## config.mk

```make
export PLATFORM = sky130hd
export DESIGN_NAME = uuencode_line_encoder
export DESIGN_NICKNAME = d
export VERILOG_FILES = /design/src/uule_pkg.sv /design/src/uuencode_line_encoder.sv /design/src/uule_ram.sv /design/src/uule_front.sv /design/src/uule_queue.sv /design/src/uule_back.sv
export SDC_FILE = /design/constraint.sdc
export NUM_CORES = 1
export LEC_CHECK = 0
export BUFFER_PORTS_ARGS = -buffer_cell sky130_fd_sc_hd__clkbuf_2
export CAP_MARGIN = 20
export CORE_ASPECT_RATIO = 0.75
export CORE_MARGIN = 3
export CORE_UTILIZATION = 55
export CTS_CLUSTER_SIZE = 24
export DETAILED_ROUTE_END_ITERATION = 12
export GPL_ROUTABILITY_DRIVEN = 0
export PLACE_DENSITY = 0.73
export SLEW_MARGIN = 40
export SYNTH_ARGS = -nofsm -noshare
export SYNTH_HDL_FRONTEND = slang
export SYNTH_SLANG_ARGS = --single-unit
export TNS_END_PERCENT = 30
```

## constraint.sdc

```tcl
create_clock -name clk_i -period 15.63 [get_ports clk_i]
set_input_delay 0.7815 -clock clk_i [delete_from_list [all_inputs] [get_ports clk_i]]
set_output_delay 0.7815 -clock clk_i [all_outputs]
set_load 0.02 [all_outputs]
```

## src/uule_pkg.sv

```systemverilog
`timescale 1ns / 1ps

package uule_pkg;

  // Default line length in bytes
  localparam int LineBytesDef = 45;

  // Widths that cover the whole line length range (up to 63 bytes)
  localparam int LEN_W = 6;
  localparam int PTR_W = 7;
  localparam int SUM_W = 16;
  localparam int CNT_W = 32;

  // Results per word are capped at this count
  localparam int MaxResults = 64;

  // Character codes
  localparam logic [6:0] CHAR_BQ = 7'd96;
  localparam logic [6:0] CHAR_SP = 7'd32;
  localparam logic [6:0] CHAR_NL = 7'd10;

  // One unit of work for the back end
  typedef struct packed {
    logic [LEN_W-1:0] len;    // data line length, zero for none
    logic             bank;   // line buffer bank that holds the data line
    logic             eof;    // add the zero-length line and close the file
    logic [SUM_W-1:0] sum;
    logic [CNT_W-1:0] count;
  } entry_t;

  // Back end hands a line buffer bank back to the front end
  typedef struct packed {
    logic valid;
    logic bank;
  } release_t;

  // Map a 6-bit value to its printable character
  function automatic logic [6:0] six_to_char(logic [5:0] v);
    logic [6:0] c;
    if (v == 6'd0) begin
      c = CHAR_BQ;
    end else begin
      c = {1'b0, v} + CHAR_SP;
    end
    return c;
  endfunction

endpackage

```

## src/uuencode_line_encoder.sv

```systemverilog
// The first character of a line passes the queue, the back end state and output registers.
// One byte per cycle is taken into a line buffer while in_stall_o is low; the back end
//   sends one character per cycle while the output is not stalled, but stops to read
//   each 3-byte group from the line buffer before its four characters.
// Two line buffer banks and a two-entry queue let a line fill while the previous one drains.
// Reset (rst_ni, asynchronous, active low) clears counts, checksum and queue; no clearing pass.
`timescale 1ns / 1ps

module uuencode_line_encoder
  import uule_pkg::*;
#(
  parameter int LINE_BYTES = LineBytesDef
) (
  input  logic             clk_i,
  input  logic             rst_ni,
  input  logic             in_valid_i,
  output logic             in_stall_o,
  input  logic [7:0]       data_byte_i,
  input  logic             has_byte_i,
  input  logic             end_of_file_i,
  output logic             out_valid_o,
  input  logic             out_stall_i,
  output logic [6:0]       out_char_o,
  output logic             last_of_run_o,
  output logic             file_done_o,
  output logic [SUM_W-1:0] checksum_o,
  output logic [CNT_W-1:0] byte_count_o
);

  localparam int AW = $clog2(2 * LINE_BYTES);

  logic          q_full, q_empty, push, pop;
  entry_t        push_entry, head;
  release_t      rel;
  logic          we, re;
  logic [AW-1:0] waddr, raddr;
  logic [7:0]    wdata, rdata;

  uule_front #(
    .LINE_BYTES(LINE_BYTES)
  ) u_front (
    .clk_i        (clk_i),
    .rst_ni       (rst_ni),
    .in_valid_i   (in_valid_i),
    .in_stall_o   (in_stall_o),
    .data_byte_i  (data_byte_i),
    .has_byte_i   (has_byte_i),
    .end_of_file_i(end_of_file_i),
    .q_full_i     (q_full),
    .push_o       (push),
    .push_entry_o (push_entry),
    .rel_i        (rel),
    .we_o         (we),
    .waddr_o      (waddr),
    .wdata_o      (wdata)
  );

  uule_ram #(
    .WIDTH(8),
    .DEPTH(2 * LINE_BYTES)
  ) u_ram (
    .clk_i  (clk_i),
    .we_i   (we),
    .waddr_i(waddr),
    .wdata_i(wdata),
    .re_i   (re),
    .raddr_i(raddr),
    .rdata_o(rdata)
  );

  uule_queue u_queue (
    .clk_i       (clk_i),
    .rst_ni      (rst_ni),
    .push_i      (push),
    .push_entry_i(push_entry),
    .full_o      (q_full),
    .pop_i       (pop),
    .empty_o     (q_empty),
    .head_o      (head)
  );

  uule_back #(
    .LINE_BYTES(LINE_BYTES)
  ) u_back (
    .clk_i        (clk_i),
    .rst_ni       (rst_ni),
    .q_empty_i    (q_empty),
    .q_head_i     (head),
    .pop_o        (pop),
    .rel_o        (rel),
    .re_o         (re),
    .raddr_o      (raddr),
    .rdata_i      (rdata),
    .out_valid_o  (out_valid_o),
    .out_stall_i  (out_stall_i),
    .out_char_o   (out_char_o),
    .last_of_run_o(last_of_run_o),
    .file_done_o  (file_done_o),
    .checksum_o   (checksum_o),
    .byte_count_o (byte_count_o)
  );

endmodule

```

## src/uule_ram.sv

```systemverilog
`timescale 1ns / 1ps

module uule_ram #(
  parameter int WIDTH = 8,
  parameter int DEPTH = 90
) (
  input  logic                     clk_i,
  input  logic                     we_i,
  input  logic [$clog2(DEPTH)-1:0] waddr_i,
  input  logic [WIDTH-1:0]         wdata_i,
  input  logic                     re_i,
  input  logic [$clog2(DEPTH)-1:0] raddr_i,
  output logic [WIDTH-1:0]         rdata_o
);

  logic [WIDTH-1:0] mem_q [DEPTH];
  logic [WIDTH-1:0] rdata_q;

  // Write port
  always_ff @(posedge clk_i) begin
    if (we_i) begin
      mem_q[waddr_i] <= wdata_i;
    end
  end

  // Registered read port
  always_ff @(posedge clk_i) begin
    if (re_i) begin
      rdata_q <= mem_q[raddr_i];
    end
  end

  assign rdata_o = rdata_q;

endmodule

```

## src/uule_front.sv

```systemverilog
`timescale 1ns / 1ps

module uule_front
  import uule_pkg::*;
#(
  parameter int LINE_BYTES = LineBytesDef
) (
  input  logic                          clk_i,
  input  logic                          rst_ni,
  input  logic                          in_valid_i,
  output logic                          in_stall_o,
  input  logic [7:0]                    data_byte_i,
  input  logic                          has_byte_i,
  input  logic                          end_of_file_i,
  input  logic                          q_full_i,
  output logic                          push_o,
  output entry_t                        push_entry_o,
  input  release_t                      rel_i,
  output logic                          we_o,
  output logic [$clog2(2*LINE_BYTES)-1:0] waddr_o,
  output logic [7:0]                    wdata_o
);

  localparam int AW = $clog2(2 * LINE_BYTES);

  logic [LEN_W-1:0] fill_q, fill_d;
  logic             wr_bank_q, wr_bank_d;
  logic [1:0]       busy_q, busy_d;
  logic [SUM_W-1:0] sum_q, sum_d;
  logic [CNT_W-1:0] count_q, count_d;

  logic             fire;
  logic [LEN_W-1:0] fill_after;
  logic             line_full;
  logic [LEN_W-1:0] line_len;
  logic             push_line;
  logic [SUM_W-1:0] sum_after;
  logic [CNT_W-1:0] count_after;
  logic [AW-1:0]    bank_base;

  // Hold input while the queue is full or the buffer being filled is still drained
  assign in_stall_o = q_full_i || busy_q[wr_bank_q];
  assign fire       = in_valid_i && !in_stall_o;

  // Classify the word
  always_comb begin
    fill_after  = has_byte_i ? fill_q + LEN_W'(1) : fill_q;
    line_full   = has_byte_i && (fill_after == LEN_W'(LINE_BYTES));
    line_len    = (line_full || end_of_file_i) ? fill_after : '0;
    sum_after   = has_byte_i ? ({sum_q[0], sum_q[SUM_W-1:1]} + SUM_W'(data_byte_i)) : sum_q;
    count_after = (has_byte_i && (count_q != '1)) ? count_q + CNT_W'(1) : count_q;
  end

  assign push_o    = fire && (line_full || end_of_file_i);
  assign push_line = push_o && (line_len != '0);

  assign push_entry_o.len   = line_len;
  assign push_entry_o.bank  = wr_bank_q;
  assign push_entry_o.eof   = end_of_file_i;
  assign push_entry_o.sum   = sum_after;
  assign push_entry_o.count = count_after;

  // Store the byte in the current bank
  assign bank_base = wr_bank_q ? AW'(LINE_BYTES) : '0;
  assign we_o      = fire && has_byte_i;
  assign waddr_o   = bank_base + AW'(fill_q);
  assign wdata_o   = data_byte_i;

  // Advance fill, bank, checksum and count
  always_comb begin
    fill_d    = fill_q;
    wr_bank_d = wr_bank_q;
    sum_d     = sum_q;
    count_d   = count_q;
    busy_d    = busy_q;
    if (rel_i.valid) begin
      busy_d[rel_i.bank] = 1'b0;
    end
    if (fire) begin
      fill_d  = (line_full || end_of_file_i) ? '0 : fill_after;
      sum_d   = end_of_file_i ? '0 : sum_after;
      count_d = end_of_file_i ? '0 : count_after;
      if (push_line) begin
        busy_d[wr_bank_q] = 1'b1;
        wr_bank_d         = !wr_bank_q;
      end
    end
  end

  always_ff @(posedge clk_i or negedge rst_ni) begin
    if (!rst_ni) begin
      fill_q    <= '0;
      wr_bank_q <= 1'b0;
      busy_q    <= '0;
      sum_q     <= '0;
      count_q   <= '0;
    end else begin
      fill_q    <= fill_d;
      wr_bank_q <= wr_bank_d;
      busy_q    <= busy_d;
      sum_q     <= sum_d;
      count_q   <= count_d;
    end
  end

`ifndef SYNTH
  // A bank comes back only after it was handed out
  assert property (@(posedge clk_i) disable iff (!rst_ni)
    rel_i.valid |-> busy_q[rel_i.bank])
    else $error("uule_front: release of a bank that is not busy");

  // The fill position never reaches the line length between words
  assert property (@(posedge clk_i) disable iff (!rst_ni)
    fill_q < LEN_W'(LINE_BYTES))
    else $error("uule_front: fill count out of range");
`endif

endmodule

```

## src/uule_queue.sv

```systemverilog
`timescale 1ns / 1ps

module uule_queue
  import uule_pkg::*;
(
  input  logic   clk_i,
  input  logic   rst_ni,
  input  logic   push_i,
  input  entry_t push_entry_i,
  output logic   full_o,
  input  logic   pop_i,
  output logic   empty_o,
  output entry_t head_o
);

  entry_t     slots_q [2];
  logic       wr_ptr_q, rd_ptr_q;
  logic [1:0] cnt_q;

  assign full_o  = (cnt_q == 2'd2);
  assign empty_o = (cnt_q == 2'd0);
  assign head_o  = slots_q[rd_ptr_q];

  // Store pushed entries
  always_ff @(posedge clk_i) begin
    if (push_i) begin
      slots_q[wr_ptr_q] <= push_entry_i;
    end
  end

  // Advance pointers and occupancy
  always_ff @(posedge clk_i or negedge rst_ni) begin
    if (!rst_ni) begin
      wr_ptr_q <= 1'b0;
      rd_ptr_q <= 1'b0;
      cnt_q    <= '0;
    end else begin
      if (push_i) begin
        wr_ptr_q <= !wr_ptr_q;
      end
      if (pop_i) begin
        rd_ptr_q <= !rd_ptr_q;
      end
      if (push_i && !pop_i) begin
        cnt_q <= cnt_q + 2'd1;
      end else if (pop_i && !push_i) begin
        cnt_q <= cnt_q - 2'd1;
      end
    end
  end

`ifndef SYNTH
  assert property (@(posedge clk_i) disable iff (!rst_ni)
    push_i |-> !full_o)
    else $error("uule_queue: push while full");

  assert property (@(posedge clk_i) disable iff (!rst_ni)
    pop_i |-> !empty_o)
    else $error("uule_queue: pop while empty");
`endif

endmodule

```

## src/uule_back.sv

```systemverilog
`timescale 1ns / 1ps

module uule_back
  import uule_pkg::*;
#(
  parameter int LINE_BYTES = LineBytesDef
) (
  input  logic                            clk_i,
  input  logic                            rst_ni,
  input  logic                            q_empty_i,
  input  entry_t                          q_head_i,
  output logic                            pop_o,
  output release_t                        rel_o,
  output logic                            re_o,
  output logic [$clog2(2*LINE_BYTES)-1:0] raddr_o,
  input  logic [7:0]                      rdata_i,
  output logic                            out_valid_o,
  input  logic                            out_stall_i,
  output logic [6:0]                      out_char_o,
  output logic                            last_of_run_o,
  output logic                            file_done_o,
  output logic [SUM_W-1:0]                checksum_o,
  output logic [CNT_W-1:0]                byte_count_o
);

  localparam int AW    = $clog2(2 * LINE_BYTES);
  localparam int EMT_W = $clog2(MaxResults);

  typedef enum logic [6:0] {
    ST_IDLE  = 7'b0000001,
    ST_LEN   = 7'b0000010,
    ST_FETCH = 7'b0000100,
    ST_CHARS = 7'b0001000,
    ST_NL    = 7'b0010000,
    ST_ZLEN  = 7'b0100000,
    ST_ZNL   = 7'b1000000
  } state_e;

  state_e           state_q, state_d;
  entry_t           cur_q, cur_d;
  logic [PTR_W-1:0] ptr_q, ptr_d;
  logic [1:0]       step_q, step_d;
  logic [7:0]       grp_q [3];
  logic             rd_ok_q;
  logic [EMT_W-1:0] emit_cnt_q, emit_cnt_d;

  logic             out_valid_q, out_valid_d;
  logic [6:0]       out_char_q;
  logic             out_last_q, out_done_q;
  logic [SUM_W-1:0] out_sum_q;
  logic [CNT_W-1:0] out_cnt_q;

  logic             slot_free;
  logic             emitting;
  logic             emit;
  logic [6:0]       ch;
  logic             seq_last;
  logic             cap_hit;
  logic             finish;
  logic [PTR_W-1:0] rd_idx;
  logic             rd_in;
  logic [PTR_W-1:0] next_ptr;
  logic [5:0]       six;
  logic [AW-1:0]    bank_base;

  assign slot_free = !out_valid_q || !out_stall_i;

  // Read one byte of the current group per cycle
  assign rd_idx    = ptr_q + PTR_W'(step_q);
  assign rd_in     = (state_q == ST_FETCH) && (step_q != 2'd3) &&
                     (rd_idx < PTR_W'(cur_q.len));
  assign bank_base = cur_q.bank ? AW'(LINE_BYTES) : '0;
  assign re_o      = rd_in;
  assign raddr_o   = bank_base + AW'(rd_idx);
  assign next_ptr  = ptr_q + PTR_W'(3);

  // Pick the 6-bit value of the current group character
  always_comb begin
    case (step_q)
      2'd0:    six = grp_q[0][7:2];
      2'd1:    six = {grp_q[0][1:0], grp_q[1][7:4]};
      2'd2:    six = {grp_q[1][3:0], grp_q[2][7:6]};
      default: six = grp_q[2][5:0];
    endcase
  end

  // Character of the current state
  always_comb begin
    emitting = 1'b1;
    seq_last = 1'b0;
    case (state_q)
      ST_LEN:   ch = six_to_char(6'(cur_q.len));
      ST_CHARS: ch = six_to_char(six);
      ST_NL: begin
        ch       = CHAR_NL;
        seq_last = !cur_q.eof;
      end
      ST_ZLEN:  ch = CHAR_BQ;
      ST_ZNL: begin
        ch       = CHAR_NL;
        seq_last = 1'b1;
      end
      default: begin
        ch       = CHAR_NL;
        emitting = 1'b0;
      end
    endcase
  end

  assign emit      = emitting && slot_free;
  assign cap_hit   = (emit_cnt_q == EMT_W'(MaxResults - 1));
  assign finish    = emit && (seq_last || cap_hit);
  assign pop_o     = (state_q == ST_IDLE) && !q_empty_i;
  assign rel_o.valid = finish && (cur_q.len != '0);
  assign rel_o.bank  = cur_q.bank;

  // Sequence the line characters
  always_comb begin
    state_d    = state_q;
    cur_d      = cur_q;
    ptr_d      = ptr_q;
    step_d     = step_q;
    emit_cnt_d = emit ? emit_cnt_q + EMT_W'(1) : emit_cnt_q;
    case (state_q)
      ST_IDLE: begin
        if (!q_empty_i) begin
          cur_d      = q_head_i;
          ptr_d      = '0;
          step_d     = '0;
          emit_cnt_d = '0;
          state_d    = (q_head_i.len != '0) ? ST_LEN : ST_ZLEN;
        end
      end
      ST_LEN: begin
        if (emit) begin
          state_d = ST_FETCH;
        end
      end
      ST_FETCH: begin
        if (step_q == 2'd3) begin
          step_d  = '0;
          state_d = ST_CHARS;
        end else begin
          step_d = step_q + 2'd1;
        end
      end
      ST_CHARS: begin
        if (emit) begin
          if (step_q == 2'd3) begin
            step_d  = '0;
            ptr_d   = next_ptr;
            state_d = (next_ptr >= PTR_W'(cur_q.len)) ? ST_NL : ST_FETCH;
          end else begin
            step_d = step_q + 2'd1;
          end
        end
      end
      ST_NL: begin
        if (emit) begin
          state_d = ST_ZLEN;
        end
      end
      ST_ZLEN: begin
        if (emit) begin
          state_d = ST_ZNL;
        end
      end
      ST_ZNL: begin
        state_d = state_q;
      end
      default: begin
        state_d = ST_IDLE;
      end
    endcase
    if (finish) begin
      state_d = ST_IDLE;
    end
  end

  always_ff @(posedge clk_i or negedge rst_ni) begin
    if (!rst_ni) begin
      state_q     <= ST_IDLE;
      out_valid_q <= 1'b0;
    end else begin
      state_q     <= state_d;
      out_valid_q <= out_valid_d;
    end
  end

  // Hold the entry, pointers and group bytes
  always_ff @(posedge clk_i) begin
    cur_q      <= cur_d;
    ptr_q      <= ptr_d;
    step_q     <= step_d;
    emit_cnt_q <= emit_cnt_d;
    if (state_q == ST_FETCH) begin
      rd_ok_q <= rd_in;
      case (step_q)
        2'd1:    grp_q[0] <= rd_ok_q ? rdata_i : 8'd0;
        2'd2:    grp_q[1] <= rd_ok_q ? rdata_i : 8'd0;
        2'd3:    grp_q[2] <= rd_ok_q ? rdata_i : 8'd0;
        default: ;
      endcase
    end
  end

  // Output register
  always_comb begin
    out_valid_d = out_valid_q;
    if (emit) begin
      out_valid_d = 1'b1;
    end else if (out_valid_q && !out_stall_i) begin
      out_valid_d = 1'b0;
    end
  end

  always_ff @(posedge clk_i) begin
    if (emit) begin
      out_char_q <= ch;
      out_last_q <= seq_last || cap_hit;
      out_done_q <= cur_q.eof && (seq_last || cap_hit);
      out_sum_q  <= cur_q.sum;
      out_cnt_q  <= cur_q.count;
    end
  end

  assign out_valid_o   = out_valid_q;
  assign out_char_o    = out_char_q;
  assign last_of_run_o = out_last_q;
  assign file_done_o   = out_done_q;
  assign checksum_o    = out_sum_q;
  assign byte_count_o  = out_cnt_q;

`ifndef SYNTH
  // The end of the file closes the run of its word
  assert property (@(posedge clk_i) disable iff (!rst_ni)
    (out_valid_o && file_done_o) |-> last_of_run_o)
    else $error("uule_back: file end without end of run");

  // A word with no data line never reads the line buffer
  assert property (@(posedge clk_i) disable iff (!rst_ni)
    re_o |-> (cur_q.len != '0))
    else $error("uule_back: buffer read for an empty line");
`endif

endmodule

```

==> impl_results.md <==
* Outcome: finished, final reports clean
* Initial antenna violation count at 1
* Post-synth ARST share at 6.50%
* ANT cells at 0
* Synth area leaders: edfxtp_1, mux4_2, dfrtp_1
* Top-count cell post-synth: edfxtp_1
* Hold Fails Final Rpt at 0
* WL/cell at 26.7 um
* DRT iter0 DRCs at 2813
* Fin crit share at 33.4%
* Worst reg2reg setup slack at 10420 ps
* YS warnings at 0
* # port buffers at 72
* Hold-fix buffers, CTS at 0
* Critical-path maximum fanout at 76
* Root Buffer: clkbuf_16
* Drt drc at 0
* Total wire length at 95.3 mm
* Maximum clock rate at 192 MHz
* Relative slew margins at 42.4%
* First-pass GRT wire length at about 140 mm
* Most common flop cell mapped by yosys: edfxtp_1
* Area taken by multi-input logic gates at 0.0114 sq mm
* Maximum capacitance violations at 0
* Die Y-Extent at 249 um
* Crit path DAT at 5600 ps
* CTS Buffer Depth at 3
* Syn avg cell area at 18.3 sq um
* # IOs at between 70 and 80
* Core Box Area at a little under 0.08 sq mm
* Initial core utilization at between 50% and 60%
* TritonCTS Buffers at 96
* Crit-path cells: ha_1 > fa_1 > ha_4 > buf_6 > buf_6 > mux4_2 > mux4_2 > and2_1 > a221oi_1 > a221oi_1
* Antenna viol nets, final at 0
* CP max stage delay at between 700 and 800 ps
* Post-CTS Setup Bufs at 0
* Register area at 0.0315 sq mm
* Number of global-route vias before repair at ~22000
* Area delta synth->final at 11.4%
* Number of flops mapped to enable cells by yosys at 987
* Crit path buf inv count at 2
* Setup Viol. Count Final at 0
* Crit path capture type: register
* All-layer global routing usage at 23.4%
* Largest net degree at the start of global routing at 92
* Layout cells sized above 1 at 24.8%
* Hold Path Class: in2async
* Hpwl dp at about 58 mm
* Sequential cell area fraction in the yosys report at 72.8%
* Sinks on the clock net at 1062
* RSZ-0062 raised after global routing: no
* WP data required at 16010 ps
* Distinct cells, synth at 77
* Startpoint class of the critical path: register
* Post-Syn Instances at roughly 2400
* TritonCTS clock tree: yes
* Worst-Skew Late Latency at 670 ps
* Delay-heaviest family, CP: adder cells
* Post-Syn Area at ~0.043 sq mm
* Layout net count at 2512
* Tightest Pin Transition at between 800 and 900 ps
* Clk slew on worst S/H paths at 70 ps
* Die ar. at 0.0820 sq mm
* Standard-cell rows at slightly below 90
* Syn nets at 2422
* Setup CP Type: reg2reg
* Synth top area share at approximately two thirds
* Final Slew Violations at 0
* Post-DR vias/cell at 6.32
* #FFs+latches synth at 1062
* Setup Skew at 25.0 ps
* Area leader, netlist: edfxtp_1
* Resize count post-CTS at 0
* Die width at ~330 um
* Layout fillers at 5325
* Setup TNS at 0 ps
* Tmin final at 5210 ps
* CTS H-tree depth at 3
* Congestion Overflow GR at 0
* Synth top cells by count: edfxtp_1, mux4_2, nor2_1, nand2_1
* Crit-path slowest cell: ha_4
* Vias at around 23000
* Drt pass-1 iters at 6
-- cells by family after synthesis --
logic type      count (synthesis)  share of synthesized area, %
mux                           320                          13.9
xor+xnor                       74                          1.59
buf+inv                       135                          1.41
simple gates                  491                          5.37
flops                        1062                          72.8
compound gates                242                          3.70
fa+ha+maj                      42                          1.25
-- layer usage --
| layer | vias up | GRT usage (%) | part of all wire [%] |
|---|---|---|---|
| met5 | - | 0 | 0 |
| met3 | 160 | 7.34 | 11 |
| li1 | 9610 | - | - |
| met2 | 1189 | 32.8 | 44 |
| met4 | 0 | 6.60 | 2.6 |
| met1 | 11700 | 35.9 | 43 |
-- layout by cell type (no fill, tap or decap), drive strengths merged, types with 6 or more instances in the layout --
cell and n:
a211oi 24, a21o 13, a21oi 51, a221oi 10
a222oi 6, a22o 7, a31oi 6, and2 28
and3 21, buf 39, bufinv 10, clkbuf 191
clkinv 32, clkinvlp 6, dfrtp 68, dfxtp 6
edfxtp 987, ha 40, inv 31, mux2 68
mux2i 36, mux4 216, nand2 126, nand2b 16
nand3 19, nand4 12, nor2 192, nor2b 24
nor3 22, nor3b 7, nor4 9, o21a 11
o21ai 65, o22ai 7, o31ai 7, xnor2 37
xor2 37
-- metrics by stage --
| step | hold slack, ps | std cells | area (sq um) | worst slack [ps] | utilization [%] |
|---|---|---|---|---|---|
| after CTS | 146 | 3575 | 48100 | 10190 | 62.1 |
| final | 147 | 3575 | 48200 | 10420 | 62.2 |
| after floorplan | 400 | 2366 | 43200 | 9580 | - |
| after detailed placement | 405 | 3393 | 44900 | 10210 | 58.0 |
| after global routing | 191 | 3575 | 48200 | 10120 | 62.2 |
| after global placement | 403 | 3391 | 44700 | 10080 | 57.7 |
-- sequential cells by signal, indices dropped and copies added, names as in the netlist, 2 cells and up --
name	cells
u_front.count_q	32
u_back.emit_cnt_q	6
u_back.state_q	7
u_front.fill_q	6
u_front.busy_q	2
u_back.checksum_o	16
u_ram.mem_q	720
u_back.ptr_q	7
u_back.out_char_o	7
u_ram.rdata_o	8
u_queue.slots_q	112
u_back.byte_count_o	32
u_queue.cnt_q	2
u_back.step_q	2
u_back.cur_q	55
u_front.sum_q	16
u_back.grp_q	24
-- path summary, 6_finish.rpt --
check	startpoint	end	cells after the start
setup / recovery	u_back.ptr_q[0]	u_ram.rdata_o[6]	10
hold / removal	rst_ni	u_front.count_q[5]	1
setup reg to reg	u_back.ptr_q[0]	u_ram.rdata_o[6]	10
hold reg to reg	u_back.cur_q[14]	u_back.byte_count_o[14]	0
max in group asynchronous	rst_ni	u_front.count_q[13]	1
min in group clk_i	u_back.cur_q[14]	u_back.byte_count_o[14]	0
-- cell type report --
class / count / share of cell area [%]
sequential: 1062 / 65.4
multi-input combinational: 1169 / 23.7
clock buffer: 129 / 5.44
tap: 1035 / 2.69
timing repair buffer: 101 / 1.43
clock inverter: 53 / 1.16
inverter: 26 / 0.203
Power is not shown: default switching activity piles up to over one toggle a cycle in this logic, so the estimate is an artifact.
